**src/rtl/srfp_pkg.sv**
```systemverilog
// Package with the shared types, widths and constants of the servo ramp and fire pattern block.
package srfp_pkg;

    localparam int CMD_W      = 2;
    localparam int ELAPSED_W  = 16;
    localparam int RATE_W     = 21;
    localparam int SHOT_W     = 24;
    localparam int DUTY_W     = 10;
    localparam int PAT_W      = 8;
    localparam int PWM_W      = 16;
    localparam int ANGLE_W    = 38;
    localparam int ACC_W      = 39;
    localparam int NUM_W      = 48;
    localparam int QUOT_W     = 7;
    localparam int IN_DATA_W  = 64;
    localparam int OUT_DATA_W = 24;
    localparam int CFG_IDX_W  = 2;
    localparam int CFG_DATA_W = 16;

    localparam longint NDEG_PER_DEG = 64'sd1_000_000_000;
    localparam longint CENTER_NDEG  = 64'sd90 * NDEG_PER_DEG;
    localparam longint DUTY_OFS     = 64'sd45 * NDEG_PER_DEG;
    localparam longint DUTY_DIV     = 64'sd1800 * NDEG_PER_DEG;

    localparam logic [ANGLE_W-1:0] ANGLE_CENTER = ANGLE_W'(CENTER_NDEG);
    localparam logic [DUTY_W-1:0]  DUTY_CENTER  =
        DUTY_W'((64'sd1023 * (DUTY_OFS + CENTER_NDEG)) / DUTY_DIV);

    typedef enum logic [CMD_W-1:0] {
        CMD_TICK    = 2'd0,
        CMD_ARM     = 2'd1,
        CMD_ENABLE  = 2'd2,
        CMD_DISABLE = 2'd3
    } cmd_t;

    typedef enum logic [CFG_IDX_W-1:0] {
        REG_INJECT_ON     = 2'd0,
        REG_INJECT_PERIOD = 2'd1,
        REG_INJECT_HIGH   = 2'd2
    } cfg_reg_t;

    typedef enum logic [2:0] {
        ST_IDLE,
        ST_MUL,
        ST_DUTY,
        ST_FIRE,
        ST_OUT
    } state_t;

    typedef struct packed {
        logic             inject_on;
        logic [PWM_W-1:0] period;
        logic [PWM_W-1:0] high;
        logic             fire_all;
    } fire_ctl_t;

endpackage

```
**src/rtl/srfp_mul.sv**
```systemverilog
// Bit-serial rate times elapsed time accumulator with pitch clamp.
module srfp_mul #(
    parameter int PITCH_LIMIT_DEG = 30
) (
    input  logic                                aclk,
    input  logic                                aresetn,
    input  logic                                start,
    input  logic [srfp_pkg::ANGLE_W-1:0]        angle_in,
    input  logic signed [srfp_pkg::RATE_W-1:0]  rate,
    input  logic [srfp_pkg::ELAPSED_W-1:0]      elapsed,
    output logic                                done,
    output logic [srfp_pkg::ANGLE_W-1:0]        angle_out
);
    import srfp_pkg::*;

    localparam int CNT_W = $clog2(ELAPSED_W);
    localparam logic signed [ACC_W-1:0] ANG_LO =
        ACC_W'((64'sd90 - PITCH_LIMIT_DEG) * NDEG_PER_DEG);
    localparam logic signed [ACC_W-1:0] ANG_HI =
        ACC_W'((64'sd90 + PITCH_LIMIT_DEG) * NDEG_PER_DEG);

    logic signed [ACC_W-1:0]   acc_reg;
    logic signed [ACC_W-1:0]   mcand_reg;
    logic [ELAPSED_W-1:0]      mplier_reg;
    logic [CNT_W-1:0]          cnt_reg;
    logic                      busy_reg;
    logic                      fin_reg;
    logic                      done_reg;
    logic [ANGLE_W-1:0]        angle_reg;
    logic signed [ACC_W-1:0]   clamp_val;

    always_comb begin
        clamp_val = acc_reg;
        if (acc_reg < ANG_LO) begin
            clamp_val = ANG_LO;
        end else if (acc_reg > ANG_HI) begin
            clamp_val = ANG_HI;
        end
    end

    always_ff @(posedge aclk) begin
        if (!aresetn) begin
            busy_reg <= 1'b0;
            fin_reg  <= 1'b0;
            done_reg <= 1'b0;
        end else begin
            done_reg <= 1'b0;
            if (start) begin
                busy_reg <= 1'b1;
            end else if (busy_reg && cnt_reg == CNT_W'(ELAPSED_W - 1)) begin
                busy_reg <= 1'b0;
                fin_reg  <= 1'b1;
            end else if (fin_reg) begin
                fin_reg  <= 1'b0;
                done_reg <= 1'b1;
            end
        end
    end

    always_ff @(posedge aclk) begin
        if (start) begin
            acc_reg    <= signed'({1'b0, angle_in});
            mcand_reg  <= {{(ACC_W - RATE_W){rate[RATE_W-1]}}, rate};
            mplier_reg <= elapsed;
            cnt_reg    <= '0;
        end else if (busy_reg) begin
            if (mplier_reg[0]) begin
                acc_reg <= acc_reg + mcand_reg;
            end
            mcand_reg  <= mcand_reg <<< 1;
            mplier_reg <= mplier_reg >> 1;
            cnt_reg    <= cnt_reg + 1'b1;
        end
        if (fin_reg) begin
            angle_reg <= clamp_val[ANGLE_W-1:0];
        end
    end

    assign done      = done_reg;
    assign angle_out = angle_reg;

endmodule

```
**src/rtl/srfp_duty.sv**
```systemverilog
// Restoring divider that maps the clamped angle onto the servo duty, one quotient bit per cycle.
module srfp_duty (
    input  logic                           aclk,
    input  logic                           aresetn,
    input  logic                           start,
    input  logic [srfp_pkg::ANGLE_W-1:0]   angle,
    output logic                           done,
    output logic [srfp_pkg::QUOT_W-1:0]    quot
);
    import srfp_pkg::*;

    localparam int CNT_W = $clog2(QUOT_W);
    localparam logic [NUM_W-1:0] DVS_TOP = NUM_W'(DUTY_DIV << (QUOT_W - 1));

    logic [ANGLE_W-1:0] x_reg;
    logic [NUM_W-1:0]   rem_reg;
    logic [NUM_W-1:0]   dvs_reg;
    logic [QUOT_W-1:0]  q_reg;
    logic [CNT_W-1:0]   cnt_reg;
    logic               load_reg;
    logic               busy_reg;
    logic               done_reg;
    logic               fits;

    assign fits = (rem_reg >= dvs_reg);

    always_ff @(posedge aclk) begin
        if (!aresetn) begin
            load_reg <= 1'b0;
            busy_reg <= 1'b0;
            done_reg <= 1'b0;
        end else begin
            done_reg <= 1'b0;
            load_reg <= start;
            if (load_reg) begin
                busy_reg <= 1'b1;
            end else if (busy_reg && cnt_reg == CNT_W'(QUOT_W - 1)) begin
                busy_reg <= 1'b0;
                done_reg <= 1'b1;
            end
        end
    end

    always_ff @(posedge aclk) begin
        if (start) begin
            x_reg <= ANGLE_W'(DUTY_OFS) + angle;
        end
        if (load_reg) begin
            rem_reg <= {x_reg, 10'b0} - {10'b0, x_reg};
            dvs_reg <= DVS_TOP;
            q_reg   <= '0;
            cnt_reg <= '0;
        end else if (busy_reg) begin
            if (fits) begin
                rem_reg <= rem_reg - dvs_reg;
            end
            q_reg   <= {q_reg[QUOT_W-2:0], fits};
            dvs_reg <= dvs_reg >> 1;
            cnt_reg <= cnt_reg + 1'b1;
        end
    end

    assign done = done_reg;
    assign quot = q_reg;

endmodule

```
**src/rtl/srfp_fire.sv**
```systemverilog
// Slot-serial fire pattern generator with the injection PWM counter.
module srfp_fire #(
    parameter int SLOTS = 8
) (
    input  logic                  aclk,
    input  logic                  aresetn,
    input  logic                  start,
    input  srfp_pkg::fire_ctl_t   ctl,
    output logic                  done,
    output logic [SLOTS-1:0]      pattern
);
    import srfp_pkg::*;

    localparam int CNT_W = (SLOTS > 1) ? $clog2(SLOTS) : 1;

    fire_ctl_t          ctl_reg;
    logic [PWM_W-1:0]   pwm_reg;
    logic [PWM_W-1:0]   pwm_inc;
    logic [PWM_W-1:0]   pwm_next;
    logic [SLOTS-1:0]   pat_reg;
    logic [SLOTS:0]     pat_shift;
    logic [CNT_W-1:0]   cnt_reg;
    logic               busy_reg;
    logic               done_reg;
    logic               slot_bit;

    always_comb begin
        pwm_inc   = pwm_reg + 1'b1;
        pwm_next  = (pwm_inc >= ctl_reg.period) ? '0 : pwm_inc;
        slot_bit  = ctl_reg.inject_on ? (pwm_next < ctl_reg.high) : ctl_reg.fire_all;
        pat_shift = {slot_bit, pat_reg};
    end

    always_ff @(posedge aclk) begin
        if (!aresetn) begin
            busy_reg <= 1'b0;
            done_reg <= 1'b0;
            pwm_reg  <= '0;
        end else begin
            done_reg <= 1'b0;
            if (start) begin
                busy_reg <= 1'b1;
            end else if (busy_reg) begin
                if (ctl_reg.inject_on) begin
                    pwm_reg <= pwm_next;
                end
                if (cnt_reg == CNT_W'(SLOTS - 1)) begin
                    busy_reg <= 1'b0;
                    done_reg <= 1'b1;
                end
            end
        end
    end

    always_ff @(posedge aclk) begin
        if (start) begin
            ctl_reg <= ctl;
            pat_reg <= '0;
            cnt_reg <= '0;
        end else if (busy_reg) begin
            pat_reg <= pat_shift[SLOTS:1];
            cnt_reg <= cnt_reg + 1'b1;
        end
    end

    assign done    = done_reg;
    assign pattern = pat_reg;

endmodule

```
**src/rtl/servo_ramp_and_fire_pattern.sv**
```systemverilog
// Top level of the servo ramp and fire pattern block: control sequencer, state and ports.
//
//   Channel   Ports                    Word
//   input     s_tvalid/s_tready        s_tuser command, s_tdata tick and arm fields
//   result    m_tvalid/m_tready        m_tdata duty, fire pattern, servo on
//   config    cfg_valid/cfg_ready      cfg_index register, cfg_data value
//
// A tick runs the bit-serial multiply and clamp, then the restoring duty divider only
// with the servo enabled, then the pattern, and then loads the output register and
// returns to idle. A command goes straight to loading the output register.
// Reset is synchronous and clears the control state; there is no clearing pass.
// A stalled result waits in the output register while the next word is accepted.
module servo_ramp_and_fire_pattern #(
    parameter int SLOTS           = 8,
    parameter int PITCH_LIMIT_DEG = 30
) (
    input  logic                                 aclk,
    input  logic                                 aresetn,
    input  logic                                 s_tvalid,
    output logic                                 s_tready,
    // elapsed_us, rate_mdeg_per_s, continuous_fire, shot_time_us, zero pad
    input  logic [srfp_pkg::IN_DATA_W-1:0]       s_tdata,
    // command
    input  logic [srfp_pkg::CMD_W-1:0]           s_tuser,
    output logic                                 m_tvalid,
    input  logic                                 m_tready,
    // servo_duty, fire_pattern, servo_on, zero pad
    output logic [srfp_pkg::OUT_DATA_W-1:0]      m_tdata,
    input  logic                                 cfg_valid,
    output logic                                 cfg_ready,
    input  logic [srfp_pkg::CFG_IDX_W-1:0]       cfg_index,
    input  logic [srfp_pkg::CFG_DATA_W-1:0]      cfg_data
);
    import srfp_pkg::*;

    state_t                     state_reg;
    state_t                     state_next;
    logic                       mul_start;
    logic                       duty_start;
    logic                       fire_start;
    logic                       mul_done;
    logic                       duty_done;
    logic                       fire_done;
    logic [ANGLE_W-1:0]         mul_angle;
    logic [QUOT_W-1:0]          duty_quot;
    logic [SLOTS-1:0]           fire_pat;
    logic [SLOTS+PAT_W-1:0]     pat_ext;
    fire_ctl_t                  fire_ctl;

    logic                       inject_on_reg;
    logic [PWM_W-1:0]           inject_period_reg;
    logic [PWM_W-1:0]           inject_high_reg;
    logic [ANGLE_W-1:0]         angle_reg;
    logic                       servo_en_reg;
    logic [DUTY_W-1:0]          duty_reg;
    logic [SHOT_W-1:0]          shot_reg;
    logic [PAT_W-1:0]           pattern_reg;
    logic                       cont_reg;
    logic                       out_vld_reg;
    logic [OUT_DATA_W-1:0]      out_data_reg;

    cmd_t                       s_cmd;
    logic [ELAPSED_W-1:0]       s_elapsed;
    logic signed [RATE_W-1:0]   s_rate;
    logic                       s_cont;
    logic [SHOT_W-1:0]          s_shot;
    logic                       accept;
    logic                       out_free;

    assign s_cmd     = cmd_t'(s_tuser);
    assign s_elapsed = s_tdata[15:0];
    assign s_rate    = signed'(s_tdata[36:16]);
    assign s_cont    = s_tdata[37];
    assign s_shot    = s_tdata[61:38];
    assign accept    = s_tvalid && s_tready;
    assign out_free  = !out_vld_reg || m_tready;
    assign cfg_ready = 1'b1;

    assign fire_ctl.inject_on = inject_on_reg;
    assign fire_ctl.period    = inject_period_reg;
    assign fire_ctl.high      = inject_high_reg;
    assign fire_ctl.fire_all  = cont_reg || (shot_reg != '0);
    assign pat_ext            = {{PAT_W{1'b0}}, fire_pat};

    srfp_mul #(
        .PITCH_LIMIT_DEG(PITCH_LIMIT_DEG)
    ) u_mul (
        .aclk     (aclk),
        .aresetn  (aresetn),
        .start    (mul_start),
        .angle_in (angle_reg),
        .rate     (s_rate),
        .elapsed  (s_elapsed),
        .done     (mul_done),
        .angle_out(mul_angle)
    );

    srfp_duty u_duty (
        .aclk   (aclk),
        .aresetn(aresetn),
        .start  (duty_start),
        .angle  (mul_angle),
        .done   (duty_done),
        .quot   (duty_quot)
    );

    srfp_fire #(
        .SLOTS(SLOTS)
    ) u_fire (
        .aclk   (aclk),
        .aresetn(aresetn),
        .start  (fire_start),
        .ctl    (fire_ctl),
        .done   (fire_done),
        .pattern(fire_pat)
    );

    always_ff @(posedge aclk) begin
        if (!aresetn) begin
            state_reg <= ST_IDLE;
        end else begin
            state_reg <= state_next;
        end
    end

    always_comb begin
        state_next = state_reg;
        s_tready   = 1'b0;
        mul_start  = 1'b0;
        duty_start = 1'b0;
        fire_start = 1'b0;
        unique case (state_reg)
            ST_IDLE: begin
                s_tready = 1'b1;
                if (s_tvalid) begin
                    if (s_cmd == CMD_TICK) begin
                        mul_start  = 1'b1;
                        state_next = ST_MUL;
                    end else begin
                        state_next = ST_OUT;
                    end
                end
            end
            ST_MUL: begin
                if (mul_done) begin
                    if (servo_en_reg) begin
                        duty_start = 1'b1;
                        state_next = ST_DUTY;
                    end else begin
                        fire_start = 1'b1;
                        state_next = ST_FIRE;
                    end
                end
            end
            ST_DUTY: begin
                if (duty_done) begin
                    fire_start = 1'b1;
                    state_next = ST_FIRE;
                end
            end
            ST_FIRE: begin
                if (fire_done) begin
                    state_next = ST_OUT;
                end
            end
            ST_OUT: begin
                if (out_free) begin
                    state_next = ST_IDLE;
                end
            end
            default: begin
                state_next = ST_IDLE;
            end
        endcase
    end

    always_ff @(posedge aclk) begin
        if (!aresetn) begin
            inject_on_reg     <= 1'b0;
            inject_period_reg <= '0;
            inject_high_reg   <= '0;
        end else if (cfg_valid && cfg_ready) begin
            unique case (cfg_reg_t'(cfg_index))
                REG_INJECT_ON:     inject_on_reg     <= cfg_data[0];
                REG_INJECT_PERIOD: inject_period_reg <= cfg_data;
                REG_INJECT_HIGH:   inject_high_reg   <= cfg_data;
                default: begin
                end
            endcase
        end
    end

    always_ff @(posedge aclk) begin
        if (!aresetn) begin
            angle_reg    <= ANGLE_CENTER;
            servo_en_reg <= 1'b0;
            duty_reg     <= '0;
            shot_reg     <= '0;
            pattern_reg  <= '0;
            cont_reg     <= 1'b0;
            out_vld_reg  <= 1'b0;
        end else begin
            if (accept) begin
                unique case (s_cmd)
                    CMD_TICK: begin
                        cont_reg <= s_cont;
                        shot_reg <= (shot_reg > SHOT_W'(s_elapsed)) ?
                                    shot_reg - SHOT_W'(s_elapsed) : '0;
                    end
                    CMD_ARM: begin
                        shot_reg <= s_shot;
                    end
                    CMD_ENABLE: begin
                        if (!servo_en_reg) begin
                            servo_en_reg <= 1'b1;
                            duty_reg     <= DUTY_CENTER;
                        end
                    end
                    CMD_DISABLE: begin
                        if (servo_en_reg) begin
                            servo_en_reg <= 1'b0;
                            duty_reg     <= '0;
                            shot_reg     <= '0;
                        end
                    end
                    default: begin
                    end
                endcase
            end
            if (state_reg == ST_MUL && mul_done) begin
                angle_reg <= mul_angle;
            end
            if (duty_done) begin
                duty_reg <= DUTY_W'(duty_quot);
            end
            if (fire_done) begin
                pattern_reg <= pat_ext[PAT_W-1:0];
            end
            if (state_reg == ST_OUT && out_free) begin
                out_vld_reg <= 1'b1;
            end else if (m_tready) begin
                out_vld_reg <= 1'b0;
            end
        end
    end

    always_ff @(posedge aclk) begin
        if (state_reg == ST_OUT && out_free) begin
            out_data_reg <= {{(OUT_DATA_W - DUTY_W - PAT_W - 1){1'b0}},
                             servo_en_reg, pattern_reg, duty_reg};
        end
    end

    assign m_tvalid = out_vld_reg;
    assign m_tdata  = out_data_reg;

    a_duty_zero_off: assert property (@(posedge aclk) disable iff (!aresetn)
        !servo_en_reg |-> duty_reg == '0)
        else $error("Duty is nonzero while the servo is disabled.");

    a_word_duty_off: assert property (@(posedge aclk) disable iff (!aresetn)
        (out_vld_reg && !out_data_reg[DUTY_W+PAT_W]) |-> out_data_reg[DUTY_W-1:0] == '0)
        else $error("Result word carries a duty with the servo off.");

    a_mul_done_state: assert property (@(posedge aclk) disable iff (!aresetn)
        mul_done |-> state_reg == ST_MUL)
        else $error("Multiplier finished outside its wait state.");

    a_fire_done_state: assert property (@(posedge aclk) disable iff (!aresetn)
        fire_done |-> state_reg == ST_FIRE)
        else $error("Pattern generator finished outside its wait state.");

endmodule
```
**config.mk**
```make
export PLATFORM = sky130hd
export DESIGN_NAME = servo_ramp_and_fire_pattern
export DESIGN_NICKNAME = d
export VERILOG_FILES = /design/src/rtl/srfp_pkg.sv /design/src/rtl/srfp_mul.sv /design/src/rtl/srfp_duty.sv /design/src/rtl/srfp_fire.sv /design/src/rtl/servo_ramp_and_fire_pattern.sv
export SDC_FILE = /design/constraint.sdc
export NUM_CORES = 1
export LEC_CHECK = 0
export ABC_AREA = 1
export BUFFER_PORTS_ARGS = -buffer_cell sky130_fd_sc_hd__buf_2
export CAP_MARGIN = 20
export CORE_ASPECT_RATIO = 1.4
export CORE_MARGIN = 1.5
export CORE_UTILIZATION = 45
export CTS_BUF_LIST = sky130_fd_sc_hd__clkbuf_2
export DETAILED_ROUTE_END_ITERATION = 10
export PLACE_DENSITY = 0.58
export SYNTH_ARGS = -nofsm -noshare
export SYNTH_HDL_FRONTEND = slang
export SYNTH_SLANG_ARGS = --single-unit
export TNS_END_PERCENT = 30
```
**constraint.sdc**
```tcl
create_clock -name aclk -period 4.9 [get_ports aclk]
set_input_delay 0.49 -clock aclk [delete_from_list [all_inputs] [get_ports aclk]]
set_output_delay 0.49 -clock aclk [all_outputs]
set_load 0.01 [all_outputs]
```
==> reports/qor.json <==
{
  "cts-buffers-inserted": 118,
  "postSynth.asyncResetShare_pct": 0,
  "final.period_utilization_pct": 86.40,
  "power_density_mw_per_mm2": 364.3,
  "critical_path.slowest_cell": "sky130_fd_sc_hd__dfxtp_1",
  "dp_hpwl_mm": 57.80,
  "clkLatencyLatePin_ns": 1.32,
  "std_cell_rows": 109,
  "wire_length_of_the_first_global_routing_pass_mm": 128.5,
  "drt_pre_antenna_iters": 8,
  "fp.dieH_um": 300.8,
  "largest_reg_flops": 48,
  "ys_top_cells_by_count": "sky130_fd_sc_hd__nand2_1, sky130_fd_sc_hd__inv_1, sky130_fd_sc_hd__nor2_1",
  "worst_hold_class": "in2reg",
  "cts_num_sinks": 480,
  "max_cap_violations": 0,
  "ir_drop_mv": 0.2496,
  "synthToLayoutAreaGrowth_pct": 16.99,
  "r2r_cells": 28,
  "yosysTopAreaCell": "sky130_fd_sc_hd__edfxtp_1",
  "grt_util_met3_pct": 3.323,
  "setup-violations-final": 0,
  "synth_largest_type_area_fraction_pct": 28.12,
  "globalRouteMet2Util_pct": 45.15,
  "syn-instance-count": 3690,
  "postPlaceCellArea_mm2": 0.02985,
  "grt_setup_unrepaired": "false",
  "clk_pin_slew_ns": 0.12,
  "timing.hold.worst_path_depth": 4,
  "static-leakage-power_nw": 14.94,
  "worstPathRequired_ns": 6.16,
  "cts_resized": 0,
  "io_pins": 116,
  "crit_path_frequent_cell": "sky130_fd_sc_hd__nand2_1",
  "timing.max_slew.rel_slack_pct": 35.95,
  "holdCritStartpoint": "s_tdata[12]",
  "timing.final.crit_period_ns": 4.234,
  "gp_congestion": 0.9338,
  "synth_top_cells_by_area": "sky130_fd_sc_hd__edfxtp_1, sky130_fd_sc_hd__dfxtp_1, sky130_fd_sc_hd__nand2_1",
  "path_max_fanout": 11,
  "tritoncts": "done",
  "timing.final.max_slew_violations": 0,
  "avgRoutedWirePerCell_um": 16.17,
  "r2r_setup_slack_ns": 0.67,
  "chipWidth_um": 215.7,
  "initial_core_util_pct": 45.35,
  "synth_seq_cells": 480,
  "worst_pin_slew_ns": 0.9585,
  "crit-reg2reg-launch": "u_fire.pwm_reg[0]",
  "busiest_layer": "met2",
  "grt_overflow": 0,
  "synth.distinct_cells": 64,
  "grt_pass1_vias": 25840,
  "run_status": "finished clean",
  "port-buffer-count": 104,
  "finalNetCount": 4332,
  "timing.critical_path.to_type": "flop",
  "met1_use_gr_pct": 27.52,
  "antenna_violations_before_repair": 2,
  "initial_drc_count": 1393,
  "non_filler_cell_area_final_mm2": 0.03336,
  "fin_skew_ns": 0.1275,
  "synth_edf_count": 267,
  "cpPeakStageDelay_ns": 0.43,
  "design.die.area_mm2": 0.06491,
  "detail_route.vias_per_cell": 5.175,
  "post_route_cells_drive_above_1_share_pct": 9.387,
  "hold_end": "u_mul.mplier_reg[12]",
  "cts-htree-levels": 3,
  "drc": 0,
  "report.final.hold_viol_count": 0,
  "r2r-end": "u_fire.pattern[7]",
  "synth_top_flop_cell": "sky130_fd_sc_hd__edfxtp_1",
  "synth_most_common_cell": "sky130_fd_sc_hd__nand2_1",
  "path_class": "reg2reg",
  "postRouteWirelength_mm": 81.04,
  "cts.root.buffer_cell": "sky130_fd_sc_hd__clkbuf_2",
  "filler_cell_count": 6100,
  "design.core.area_mm2": 0.06287,
  "grt_start_max_net_pins": 105,
  "startpoint_type": "flop",
  "max_freq_ghz": 0.2362,
  "final.setup.tns_ns": 0,
  "crit_arrival_ns": 5.49,
  "grtUsageTotal_pct": 24.83,
  "antenna_left": 0,
  "clock_path_buffers": 3,
  "postSynthAreaPerCell_um2": 7.728,
  "synth-seq-area-share_pct": 43.07,
  "ys.warnings.count": 0,
  "syn-cell-area_mm2": 0.02851,
  "vias": 25934
}
worst max-delay path: cells and delay by family, from the launching register on:
kind	cells	cell delay, ns
AOI/OAI and AO/OA	5	0.72
xor gates and xnor gates	1	0.21
adders and majority gates	3	0.71
buffers and inverters	4	0.54
DFF	1	0.43
and+or+nand+nor	15	1.55
how the worst max path moves through the flow:
stage	start	end	slack (ns)	cells after the start
2_1_floorplan	u_fire.pwm_reg[0]	u_fire.pattern[7]	1.28	29
3_3_place_gp	u_fire.pwm_reg[0]	u_fire.pattern[7]	0.73	28
3_5_place_dp	u_fire.pwm_reg[0]	u_fire.pattern[7]	0.69	28
4_1_cts	u_fire.pwm_reg[0]	u_fire.pattern[7]	0.64	28
5_1_grt	u_fire.pwm_reg[0]	u_fire.pattern[7]	0.11	28
6_report	u_fire.pwm_reg[0]	u_fire.pattern[7]	0.67	28
power breakdown:
| part | leakage [nW] | internal [W] | switching [W] | total (W) |
|---|---|---|---|---|
| Clock | 0.864 | 0.00108 | 0.00176 | 0.00284 |
| Combinational | 9.88 | 0.00155 | 0.00255 | 0.00410 |
| Sequential | 4.19 | 0.00489 | 0.000321 | 0.00521 |
| Total | 14.9 | 0.00752 | 0.00463 | 0.0122 |
cells in the final DEF (no fill, tap or decap), types with 8 or more instances in the layout:
| cell | instances |
|---|---|
| sky130_fd_sc_hd__buf_4 | 20 |
| sky130_fd_sc_hd__o21a_1 | 12 |
| sky130_fd_sc_hd__a21o_1 | 30 |
| sky130_fd_sc_hd__clkinv_2 | 8 |
| sky130_fd_sc_hd__xnor2_1 | 28 |
| sky130_fd_sc_hd__dlygate4sd3_1 | 235 |
| sky130_fd_sc_hd__o21bai_1 | 12 |
| sky130_fd_sc_hd__o21ai_1 | 22 |
| sky130_fd_sc_hd__nor4_1 | 24 |
| sky130_fd_sc_hd__clkinv_1 | 29 |
| sky130_fd_sc_hd__nand2_1 | 698 |
| sky130_fd_sc_hd__buf_2 | 103 |
| sky130_fd_sc_hd__nand3_1 | 101 |
| sky130_fd_sc_hd__clkbuf_2 | 182 |
| sky130_fd_sc_hd__nor3_1 | 38 |
| sky130_fd_sc_hd__nand4_1 | 25 |
| sky130_fd_sc_hd__or2_2 | 15 |
| sky130_fd_sc_hd__a21oi_1 | 409 |
| sky130_fd_sc_hd__xor2_1 | 68 |
| sky130_fd_sc_hd__ha_1 | 168 |
| sky130_fd_sc_hd__a31oi_1 | 36 |
| sky130_fd_sc_hd__conb_1 | 10 |
| sky130_fd_sc_hd__inv_1 | 487 |
| sky130_fd_sc_hd__nor2_1 | 429 |
| sky130_fd_sc_hd__o21ai_0 | 388 |
| sky130_fd_sc_hd__o211ai_1 | 11 |
| sky130_fd_sc_hd__dfxtp_1 | 210 |
| sky130_fd_sc_hd__edfxtp_1 | 267 |
metrics by stage:
step / setup slack, ns / total power (W) / hold slack (ns) / utilization, % / std cells
6_report: 0.6663 / 0.01215 / 0.1512 / 53.06 / 5011
5_1_grt: 0.1113 / 0.01305 / 0.09484 / 53.05 / 5010
4_1_cts: 0.6415 / 0.01220 / 0.01921 / 53.05 / 5008
3_5_place_dp: 0.6879 / 0.009000 / 0.4098 / 47.48 / 4549
3_3_place_gp: 0.7337 / 0.008966 / 0.4056 / 47.48 / 4549
2_1_floorplan: 1.279 / 0.007980 / 0.4029 / - / 3698
logic make-up (layout without fill, tap and decap cells):
group | Yosys count | in the layout | synth area share [%]
xor+xnor | 98 | 98 | 3.063
simple gates | 1379 | 1379 | 20.06
flops | 480 | 480 | 43.07
buf+inv | 599 | 1077 | 8.091
compound gates | 960 | 960 | 18.07
mux | 1 | 1 | 0.03949
fa+ha+maj | 171 | 171 | 7.582
other cells | 2 | 13 | 0.02634
area by class of cell:
| cell class | instances | area (µm²) | area share, % |
|---|---|---|---|
| multi-input cells | 2619 | 14000 | 41.96 |
| flip-flops and latches | 480 | 12290 | 36.83 |
| repair buffers | 358 | 3018 | 9.047 |
| inverters | 495 | 1863 | 5.585 |
| well taps | 832 | 1041 | 3.121 |
| clock buffers | 182 | 910.9 | 2.731 |
| clock inverters | 42 | 234.0 | 0.7014 |
| diodes | 3 | 7.507 | 0.02250 |
repair_timing:
item	in CTS	in global routing
setup endpoints to repair	0	0
hold buffers	235	0
endpoints found under the hold margin	190	0
setup buffers	0	0
layer usage:
metal,part of all wire [%],up-vias
li1,-,13233
met1,40,11777
met2,51,664
met3,4.0,260
met4,5.3,0
met5,0,-
(Power assumes the default switching activity.)
